--- src/swps_pkg.sv ---
// ----------------------------------------------------------------------------
// swps_pkg
// Types and constants shared by the spot weld pulse sequencer modules.
// ----------------------------------------------------------------------------
package swps_pkg;

    localparam int unsigned CFG_INDEX_W = 3;
    localparam int unsigned CFG_DATA_W  = 16;

    // register indexes of the configuration port
    localparam logic [CFG_INDEX_W-1:0] CFG_MAINS_FREQ  = 3'd0;
    localparam logic [CFG_INDEX_W-1:0] CFG_PREHEAT_HC  = 3'd1;
    localparam logic [CFG_INDEX_W-1:0] CFG_GAP_HC      = 3'd2;
    localparam logic [CFG_INDEX_W-1:0] CFG_WELD_HC     = 3'd3;
    localparam logic [CFG_INDEX_W-1:0] CFG_DEBOUNCE    = 3'd4;
    localparam logic [CFG_INDEX_W-1:0] CFG_SAFE_INTVL  = 3'd5;

    // sequence phase codes
    localparam logic [1:0] PH_IDLE    = 2'd0;
    localparam logic [1:0] PH_PREHEAT = 2'd1;
    localparam logic [1:0] PH_GAP     = 2'd2;
    localparam logic [1:0] PH_MAIN    = 2'd3;

    localparam int unsigned MS_PER_SECOND = 1000;
    localparam int unsigned DIVIDEND_W    = 18;  // 255 * 1000 fits
    localparam int unsigned DIVISOR_W     = 8;   // 2 * 127 fits
    localparam int unsigned LENGTH_W      = 17;
    localparam int unsigned STEADY_W      = 11;
    localparam int unsigned SINCE_W       = 16;

    typedef struct packed {
        logic button_level;
        logic remote_request;
    } in_item_t;

    typedef struct packed {
        logic       weld_drive;
        logic       busy_res;
        logic [1:0] phase;
        logic       weld_done;
        logic       request_pending;
    } out_item_t;

    // classified tick handed from the front to the sequencer
    typedef struct packed {
        logic press;
        logic remote;
    } tick_ev_t;

    typedef struct packed {
        logic [6:0]  mains_frequency;
        logic [7:0]  preheat_half_cycles;
        logic [7:0]  gap_half_cycles;
        logic [7:0]  weld_half_cycles;
        logic [9:0]  debounce_ticks;
        logic [15:0] safe_interval_ticks;
    } cfg_t;

    typedef struct packed {
        logic       start;
        logic [7:0] half_cycles;
        logic [6:0] mains_frequency;
    } div_req_t;

    typedef struct packed {
        logic                busy;
        logic                done;
        logic [LENGTH_W-1:0] length;
    } div_rsp_t;

endpackage

--- src/swps_front.sv ---
// ----------------------------------------------------------------------------
// swps_front
// Accepts ticks, debounces the trigger level and queues a press/remote event.
// ----------------------------------------------------------------------------
module swps_front
    import swps_pkg::*;
(
    input  logic     clk,
    input  logic     rst_n,
    input  logic     in_valid,
    output logic     in_ready,
    input  in_item_t in_data,
    input  logic [9:0] debounce_ticks,
    input  logic     q_full,
    output logic     push,
    output tick_ev_t push_data
);

    logic                last_raw_reg;
    logic                last_raw_next;
    logic                stable_reg;
    logic                stable_next;
    logic [STEADY_W-1:0] steady_reg;
    logic [STEADY_W-1:0] steady_next;

    assign in_ready = !q_full;
    assign push     = in_valid && in_ready;

    always_comb
    begin
        stable_next     = stable_reg;
        push_data.press = 1'b0;
        push_data.remote = in_data.remote_request;
        last_raw_next   = in_data.button_level;
        if (in_data.button_level != last_raw_reg)
        begin
            steady_next = '0;
        end
        else if (steady_reg != {STEADY_W{1'b1}})
        begin
            steady_next = steady_reg + 1'b1;
        end
        else
        begin
            steady_next = steady_reg;
        end
        if (steady_next > {1'b0, debounce_ticks} && in_data.button_level != stable_reg)
        begin
            stable_next     = in_data.button_level;
            push_data.press = !in_data.button_level;
        end
    end

    always_ff @(posedge clk or negedge rst_n)
    begin
        if (!rst_n)
        begin
            last_raw_reg <= 1'b1;
            stable_reg   <= 1'b1;
            steady_reg   <= '0;
        end
        else if (push)
        begin
            last_raw_reg <= last_raw_next;
            stable_reg   <= stable_next;
            steady_reg   <= steady_next;
        end
    end

endmodule

--- src/swps_queue.sv ---
// ----------------------------------------------------------------------------
// swps_queue
// Short event queue between the debounce front and the sequencer.
// ----------------------------------------------------------------------------
module swps_queue
    import swps_pkg::*;
#(
    parameter int unsigned DEPTH = 2
)
(
    input  logic     clk,
    input  logic     rst_n,
    input  logic     push,
    input  tick_ev_t push_data,
    input  logic     pop,
    output logic     full,
    output logic     not_empty,
    output tick_ev_t head
);

    localparam int unsigned PTR_W = (DEPTH > 1) ? $clog2(DEPTH) : 1;
    localparam int unsigned CNT_W = $clog2(DEPTH + 1);

    tick_ev_t           mem [DEPTH];
    logic [PTR_W-1:0]   wr_ptr_reg;
    logic [PTR_W-1:0]   rd_ptr_reg;
    logic [CNT_W-1:0]   count_reg;

    assign full      = (count_reg == CNT_W'(DEPTH));
    assign not_empty = (count_reg != '0);
    assign head      = mem[rd_ptr_reg];

    always_ff @(posedge clk)
    begin
        if (push)
        begin
            mem[wr_ptr_reg] <= push_data;
        end
    end

    always_ff @(posedge clk or negedge rst_n)
    begin
        if (!rst_n)
        begin
            wr_ptr_reg <= '0;
            rd_ptr_reg <= '0;
            count_reg  <= '0;
        end
        else
        begin
            if (push)
            begin
                wr_ptr_reg <= (wr_ptr_reg == PTR_W'(DEPTH - 1)) ? '0 : wr_ptr_reg + 1'b1;
            end
            if (pop)
            begin
                rd_ptr_reg <= (rd_ptr_reg == PTR_W'(DEPTH - 1)) ? '0 : rd_ptr_reg + 1'b1;
            end
            if (push && !pop)
            begin
                count_reg <= count_reg + 1'b1;
            end
            else if (pop && !push)
            begin
                count_reg <= count_reg - 1'b1;
            end
        end
    end

endmodule

--- src/swps_div.sv ---
// ----------------------------------------------------------------------------
// swps_div
// Phase length unit: half_cycles*1000 / (2*mains_frequency), one bit a cycle.
// ----------------------------------------------------------------------------
module swps_div
    import swps_pkg::*;
(
    input  logic     clk,
    input  logic     rst_n,
    input  div_req_t req,
    output div_rsp_t rsp
);

    localparam int unsigned CNT_W = $clog2(DIVIDEND_W + 1);

    logic [DIVIDEND_W-1:0] num_reg;
    logic [DIVIDEND_W-1:0] quo_reg;
    logic [DIVISOR_W-1:0]  den_reg;
    logic [DIVISOR_W-1:0]  rem_reg;
    logic [CNT_W-1:0]      cnt_reg;
    logic                  busy_reg;
    logic                  done_reg;

    logic [6:0]            freq_eff;
    logic [DIVISOR_W:0]    trial;
    logic                  fits;

    // zero frequency runs as 1 Hz
    assign freq_eff = (req.mains_frequency == '0) ? 7'd1 : req.mains_frequency;
    assign trial    = {rem_reg, num_reg[DIVIDEND_W-1]};
    assign fits     = (trial >= {1'b0, den_reg});

    assign rsp.busy   = busy_reg;
    assign rsp.done   = done_reg;
    assign rsp.length = quo_reg[LENGTH_W-1:0];

    always_ff @(posedge clk)
    begin
        if (req.start)
        begin
            num_reg <= DIVIDEND_W'(req.half_cycles) * DIVIDEND_W'(MS_PER_SECOND);
            den_reg <= {freq_eff, 1'b0};
            rem_reg <= '0;
            quo_reg <= '0;
        end
        else if (busy_reg)
        begin
            num_reg <= {num_reg[DIVIDEND_W-2:0], 1'b0};
            rem_reg <= fits ? DIVISOR_W'(trial - {1'b0, den_reg}) : trial[DIVISOR_W-1:0];
            quo_reg <= {quo_reg[DIVIDEND_W-2:0], fits};
        end
    end

    always_ff @(posedge clk or negedge rst_n)
    begin
        if (!rst_n)
        begin
            busy_reg <= 1'b0;
            done_reg <= 1'b0;
            cnt_reg  <= '0;
        end
        else
        begin
            done_reg <= 1'b0;
            if (req.start)
            begin
                busy_reg <= 1'b1;
                cnt_reg  <= CNT_W'(DIVIDEND_W);
            end
            else if (busy_reg)
            begin
                cnt_reg <= cnt_reg - 1'b1;
                if (cnt_reg == CNT_W'(1))
                begin
                    busy_reg <= 1'b0;
                    done_reg <= 1'b1;
                end
            end
        end
    end

endmodule

--- src/swps_back.sv ---
// ----------------------------------------------------------------------------
// swps_back
// Weld sequencer: runs phases, arms welds and holds the result register.
// ----------------------------------------------------------------------------
module swps_back
    import swps_pkg::*;
(
    input  logic      clk,
    input  logic      rst_n,
    input  cfg_t      cfg,
    input  logic      q_not_empty,
    input  tick_ev_t  q_head,
    output logic      pop,
    output logic      out_valid,
    input  logic      out_ready,
    output out_item_t out_data
);

    typedef enum logic
    {
        ST_READY,
        ST_WAIT_LEN
    } state_t;

    state_t              state_reg;
    state_t              state_next;
    logic                armed_reg;
    logic                armed_next;
    logic [SINCE_W-1:0]  since_reg;
    logic [SINCE_W-1:0]  since_next;
    logic [1:0]          phase_reg;
    logic [1:0]          phase_next;
    logic [LENGTH_W-1:0] rem_reg;
    logic [LENGTH_W-1:0] rem_next;
    logic                out_valid_reg;
    logic                out_valid_next;
    out_item_t           out_data_reg;
    out_item_t           out_data_next;

    logic                done;
    logic [2:0]          search_from;
    logic                do_search;
    logic [1:0]          found;
    logic [LENGTH_W-1:0] rem_dec;

    div_req_t            div_req;
    div_rsp_t            div_rsp;

    // a phase of zero half cycles has zero length, any other is at least 3 ms
    function automatic logic [1:0] first_phase(input logic [2:0] from, input cfg_t c);
        logic [1:0] ph;
        begin
            ph = PH_IDLE;
            if (from <= 3'd1 && c.preheat_half_cycles != '0)
            begin
                ph = PH_PREHEAT;
            end
            else if (from <= 3'd2 && c.gap_half_cycles != '0)
            begin
                ph = PH_GAP;
            end
            else if (from <= 3'd3 && c.weld_half_cycles != '0)
            begin
                ph = PH_MAIN;
            end
            return ph;
        end
    endfunction

    swps_div u_div
    (
        .clk   (clk),
        .rst_n (rst_n),
        .req   (div_req),
        .rsp   (div_rsp)
    );

    assign pop       = (state_reg == ST_READY) && q_not_empty && (!out_valid_reg || out_ready);
    assign out_valid = out_valid_reg;
    assign out_data  = out_data_reg;
    assign rem_dec   = (rem_reg != '0) ? rem_reg - 1'b1 : rem_reg;

    always_comb
    begin
        state_next     = state_reg;
        armed_next     = armed_reg;
        since_next     = since_reg;
        phase_next     = phase_reg;
        rem_next       = rem_reg;
        out_valid_next = out_valid_reg && !out_ready;
        out_data_next  = out_data_reg;
        done           = 1'b0;
        do_search      = 1'b0;
        found          = PH_IDLE;
        search_from    = {1'b0, phase_reg} + 3'd1;
        div_req.start  = 1'b0;
        div_req.mains_frequency = cfg.mains_frequency;
        div_req.half_cycles     = cfg.weld_half_cycles;

        unique case (state_reg)
            ST_READY:
            begin
                if (pop)
                begin
                    since_next = (since_reg != {SINCE_W{1'b1}}) ? since_reg + 1'b1 : since_reg;
                    if (phase_reg != PH_IDLE)
                    begin
                        rem_next  = rem_dec;
                        do_search = (rem_dec == '0);
                    end
                    else if (armed_reg)
                    begin
                        armed_next  = 1'b0;
                        do_search   = 1'b1;
                        search_from = 3'd1;
                    end
                    found = first_phase(search_from, cfg);
                    if (do_search)
                    begin
                        phase_next = found;
                        if (found == PH_IDLE)
                        begin
                            done       = 1'b1;
                            rem_next   = '0;
                            since_next = '0;
                        end
                        else
                        begin
                            div_req.start = 1'b1;
                            state_next    = ST_WAIT_LEN;
                        end
                    end
                    if ((q_head.press || q_head.remote) && !armed_next && phase_next == PH_IDLE &&
                        since_next > cfg.safe_interval_ticks)
                    begin
                        armed_next = 1'b1;
                    end
                    out_valid_next                = 1'b1;
                    out_data_next.weld_drive      = (phase_next == PH_PREHEAT) ||
                                                    (phase_next == PH_MAIN);
                    out_data_next.busy_res        = (phase_next != PH_IDLE);
                    out_data_next.phase           = phase_next;
                    out_data_next.weld_done       = done;
                    out_data_next.request_pending = armed_next;
                end
            end
            ST_WAIT_LEN:
            begin
                if (div_rsp.done)
                begin
                    rem_next   = div_rsp.length;
                    state_next = ST_READY;
                end
            end
            default:
            begin
                state_next = ST_READY;
            end
        endcase

        case (phase_next)
            PH_PREHEAT: div_req.half_cycles = cfg.preheat_half_cycles;
            PH_GAP:     div_req.half_cycles = cfg.gap_half_cycles;
            default:    div_req.half_cycles = cfg.weld_half_cycles;
        endcase
    end

    always_ff @(posedge clk or negedge rst_n)
    begin
        if (!rst_n)
        begin
            state_reg     <= ST_READY;
            armed_reg     <= 1'b0;
            since_reg     <= '0;
            phase_reg     <= PH_IDLE;
            rem_reg       <= '0;
            out_valid_reg <= 1'b0;
            out_data_reg  <= '0;
        end
        else
        begin
            state_reg     <= state_next;
            armed_reg     <= armed_next;
            since_reg     <= since_next;
            phase_reg     <= phase_next;
            rem_reg       <= rem_next;
            out_valid_reg <= out_valid_next;
            out_data_reg  <= out_data_next;
        end
    end

    // a running phase always has time left once its length is known
    a_rem_nonzero: assert property (@(posedge clk) disable iff (!rst_n)
        (state_reg == ST_READY && phase_reg != PH_IDLE) |-> (rem_reg != '0))
        else $error("running phase with zero remaining length");

    a_armed_idle: assert property (@(posedge clk) disable iff (!rst_n)
        armed_reg |-> (phase_reg == PH_IDLE))
        else $error("weld armed while a sequence runs");

    a_div_free: assert property (@(posedge clk) disable iff (!rst_n)
        div_req.start |-> !div_rsp.busy)
        else $error("length unit started while busy");

    a_done_idle: assert property (@(posedge clk) disable iff (!rst_n)
        (out_valid_reg && out_data_reg.weld_done) |->
        (out_data_reg.phase == PH_IDLE && !out_data_reg.weld_drive))
        else $error("weld done reported outside idle");

endmodule

--- src/spot_weld_pulse_sequencer_top.sv ---
// throughput: 1 tick per cycle while the output is taken; a tick that enters a phase holds
//   the next tick while the 18-step length divider runs
// reset: asynchronous, active low; configuration returns to its defaults,
//   debounce sees the button released, no weld is armed or running
// ----------------------------------------------------------------------------
// spot_weld_pulse_sequencer_top
// Dual pulse spot weld timer advanced by one millisecond tick per item.
// ----------------------------------------------------------------------------
module spot_weld_pulse_sequencer_top
    import swps_pkg::*;
#(
    parameter int unsigned QUEUE_DEPTH = 2
)
(
    input  logic                   clk,
    input  logic                   rst_n,
    input  logic                   in_valid,
    output logic                   in_ready,
    input  in_item_t               in_data,
    output logic                   out_valid,
    input  logic                   out_ready,
    output out_item_t              out_data,
    input  logic                   cfg_valid,
    output logic                   cfg_ready,
    input  logic [CFG_INDEX_W-1:0] cfg_index,
    input  logic [CFG_DATA_W-1:0]  cfg_data
);

    cfg_t     cfg_reg;
    logic     q_full;
    logic     q_not_empty;
    logic     push;
    logic     pop;
    tick_ev_t push_data;
    tick_ev_t q_head;

    assign cfg_ready = 1'b1;

    always_ff @(posedge clk or negedge rst_n)
    begin
        if (!rst_n)
        begin
            cfg_reg.mains_frequency     <= 7'd50;
            cfg_reg.preheat_half_cycles <= 8'd2;
            cfg_reg.gap_half_cycles     <= 8'd10;
            cfg_reg.weld_half_cycles    <= 8'd10;
            cfg_reg.debounce_ticks      <= 10'd50;
            cfg_reg.safe_interval_ticks <= 16'd1000;
        end
        else if (cfg_valid && cfg_ready)
        begin
            unique case (cfg_index)
                CFG_MAINS_FREQ: cfg_reg.mains_frequency     <= cfg_data[6:0];
                CFG_PREHEAT_HC: cfg_reg.preheat_half_cycles <= cfg_data[7:0];
                CFG_GAP_HC:     cfg_reg.gap_half_cycles     <= cfg_data[7:0];
                CFG_WELD_HC:    cfg_reg.weld_half_cycles    <= cfg_data[7:0];
                CFG_DEBOUNCE:   cfg_reg.debounce_ticks      <= cfg_data[9:0];
                CFG_SAFE_INTVL: cfg_reg.safe_interval_ticks <= cfg_data;
                default:
                begin
                end
            endcase
        end
    end

    swps_front u_front
    (
        .clk            (clk),
        .rst_n          (rst_n),
        .in_valid       (in_valid),
        .in_ready       (in_ready),
        .in_data        (in_data),
        .debounce_ticks (cfg_reg.debounce_ticks),
        .q_full         (q_full),
        .push           (push),
        .push_data      (push_data)
    );

    swps_queue #(
        .DEPTH (QUEUE_DEPTH)
    ) u_queue
    (
        .clk       (clk),
        .rst_n     (rst_n),
        .push      (push),
        .push_data (push_data),
        .pop       (pop),
        .full      (q_full),
        .not_empty (q_not_empty),
        .head      (q_head)
    );

    swps_back u_back
    (
        .clk         (clk),
        .rst_n       (rst_n),
        .cfg         (cfg_reg),
        .q_not_empty (q_not_empty),
        .q_head      (q_head),
        .pop         (pop),
        .out_valid   (out_valid),
        .out_ready   (out_ready),
        .out_data    (out_data)
    );

endmodule
--- config.mk ---
export PLATFORM = sky130hd
export DESIGN_NAME = spot_weld_pulse_sequencer_top
export DESIGN_NICKNAME = d
export VERILOG_FILES = /design/src/swps_pkg.sv /design/src/swps_front.sv /design/src/swps_queue.sv /design/src/swps_div.sv /design/src/swps_back.sv /design/src/spot_weld_pulse_sequencer_top.sv
export SDC_FILE = /design/constraint.sdc
export NUM_CORES = 1
export LEC_CHECK = 0
export BUFFER_PORTS_ARGS = -buffer_cell sky130_fd_sc_hd__buf_2
export CAP_MARGIN = 20
export CORE_AREA = 2 2 141 212
export DETAILED_ROUTE_END_ITERATION = 6
export DIE_AREA = 0 0 143 214
export GPL_TIMING_DRIVEN = 0
export PLACE_DENSITY_LB_ADDON = 0.2
export SLEW_MARGIN = 10
export SYNTH_ARGS = -nofsm -noshare
export SYNTH_HDL_FRONTEND = slang
export SYNTH_HIERARCHICAL = 1
export SYNTH_SLANG_ARGS = --single-unit
--- constraint.sdc ---
create_clock -name clk -period 8.1 [get_ports clk]
set_clock_uncertainty 0.15 [all_clocks]
set_input_delay 1.62 -clock clk [delete_from_list [all_inputs] [get_ports clk]]
set_output_delay 1.62 -clock clk [all_outputs]
set_load 0.02 [all_outputs]
==> run metrics <==
CTS H-tree lvls 4; max reg flops 57; DR WL/cell 16.40 µm; final setup margin 420.3 ps; Finish-stage setup viols 0; max layer used met4; vias in the first global route 8642; unrepaired setup endpoints after global routing no; Num CTS Buffers 17; Die ar. 30600 µm²; Tcrit/Tclk final 94.81%; Reg power frac 29.8%; Crit Path Class reg -> reg; slowest CP cell fa_1; Initial Util 39.85%; largest net degree at the start of global routing 86; VDD IR-drop max 216.8 µV; count of pins over their slew limit 0; CTS max path bufs 2; nets 1332; outcome complete, no violations; CP max FO 10; dpl cell area 12080 µm²; power per cell area 273.5 nW/µm²; Gate power share 46.4%; crit path capture type register; n_diodes 0; post-placement worst setup slack -983.7 ps; endpoints failing hold 0; Routed Antenna Nets 0; Net Count, Synth 1274; worst hold slack 323.2 ps; Met3 Routed Length 687 µm; gr usage total 18.29%; Min-Delay Path Class reg -> reg; WP data arrival 7720 ps; GPL Wtd Cong 0.8485; fmax 130.2 MHz; WL met1 10940 µm; Sw Share 37.68%; std cell rows 76; Area Overhead vs Synth 12.63%; DR iter-0 viols 396; via count 8406; Via density 5.234; clk sinks 174; Final min period 7680 ps; Slew Limit Headroom 44.97%; Worst Path Required 8140 ps; die span in y 214 µm; post-DP HPWL 19820 µm; I/O pin count 35; Worst-Margin Slew 818.0 ps; Fill cells 2788; initial antenna violation count 0; share of cells above drive strength 1 20.31%; Worst path max stage delay 550 ps; syn avg cell area 9.960 µm²; area of the core 28620 µm²; post-synthesis cell count 1145; DRT Wirelength 26340 µm; Worst-Skew Late Latency 440 ps; Synthesis Warnings 6; first-pass GRT wire length 44390 µm; Switching Power 1.323 mW; Die X 143 µm; Post-route DRC 0; Internal 2.189 mW; routed wl met2 14050 µm; startpoint types register; Clk pwr share 23.7%; total gr overflow 0; Max Cap Viol 0; TritonCTS clock tree yes; Post-Route Setup TNS 0 ps; clock slew at reported path FFs 70 ps; synthesized area 11400 µm²; Detailed Routing Iterations Pass 1 5; Lkg Pwr 5.498 nW; CTS hold repair buffers 0; Clock Root Buffer clkbuf_16; Port Buffer Count 31; fin area 12840 µm²
-- area by class of cell --
class | count | area, µm² | share of cell area (%)
Clock buffer | 20 | 457.9 | 3.565
Timing Repair Buffer | 42 | 264.0 | 2.055
Tap cell | 390 | 488.0 | 3.799
Clock inverter | 12 | 135.1 | 1.052
Sequential cell | 174 | 4384 | 34.13
Inverter | 86 | 322.8 | 2.513
Buffer | 63 | 357.8 | 2.786
Multi-Input combinational cell | 819 | 6435 | 50.10
-- worst paths after layout --
kind | startpoint | to | slack, ps | cells past startpoint
min in group asynchronous | rst_n | u_back/since_reg[10]$_DFFE_PN0P_ | 940 | 1
max in group asynchronous | rst_n | cfg_reg[21]$_DFFE_PN1P_ | 6070 | 2
setup reg to reg | u_back/rem_reg[0]$_DFFE_PN0P_ | u_back/u_div/num_reg[16]$_DFFE_PP_ | 420 | 29
hold / removal | u_back/out_data[1]$_DFFE_PN0P_ | u_back/out_data[1]$_DFFE_PN0P_ | 320 | 1
setup / recovery | u_back/rem_reg[0]$_DFFE_PN0P_ | u_back/u_div/num_reg[16]$_DFFE_PP_ | 420 | 29
hold reg to reg | u_back/out_data[1]$_DFFE_PN0P_ | u_back/out_data[1]$_DFFE_PN0P_ | 320 | 1
-- power groups by stage --
stage / clock network (mW) / registers [mW] / logic (mW)
floorplan: 0 / 1.05 / 1.27
global placement: 0 / 1.06 / 1.56
detailed placement: 0 / 1.06 / 1.58
CTS: 0.862 / 1.05 / 1.62
global route: 0.902 / 1.06 / 1.87
finish: 0.833 / 1.05 / 1.63
-- worst max-delay path, delay by kind of cell (launching register included) --
kind	cells	cell delay, ps
adders and majority gates	7	2750
and+or+nand+nor	7	1460
AOI/OAI and AO/OA	7	1280
buffers and inverters	6	860
DFF	1	460
muxes	1	270
xor gates and xnor gates	1	150
-- through the flow --
step / power [mW] / cells / util, %
floorplan: 2.319 / 1145 / -
global placement: 2.627 / 1566 / 42.09
detailed placement: 2.650 / 1567 / 42.21
CTS: 3.527 / 1604 / 44.58
global route: 3.836 / 1606 / 44.88
finish: 3.512 / 1606 / 44.88
-- cells in the final DEF, fill, tap and decap left out, types with 28 or more instances in the layout --
cell and n:
buf_2 39, dfrtp_1 103, ha_1 79, o21ai_0 41, mux2_2 74, nor2_1 92
clkbuf_1 36, nand2_1 79, a21oi_1 55, nand3_1 28, inv_1 85
-- metal layers --
layer,GRT usage [%],vias to the layer above
li1,-,4193
met1,21.58,4055
met2,32.82,125
met3,3.197,33
met4,6.568,0
met5,0,-
-- what timing repair did --
| item | 4_1_cts | 5_1_grt |
|---|---|---|
| gates resized for setup | 21 | 16 |
| setup buffers | 6 | 4 |
| pin swaps | 4 | 3 |
| endpoints found under the setup margin | 9 | 8 |
Power figures use the tool's default switching activity.
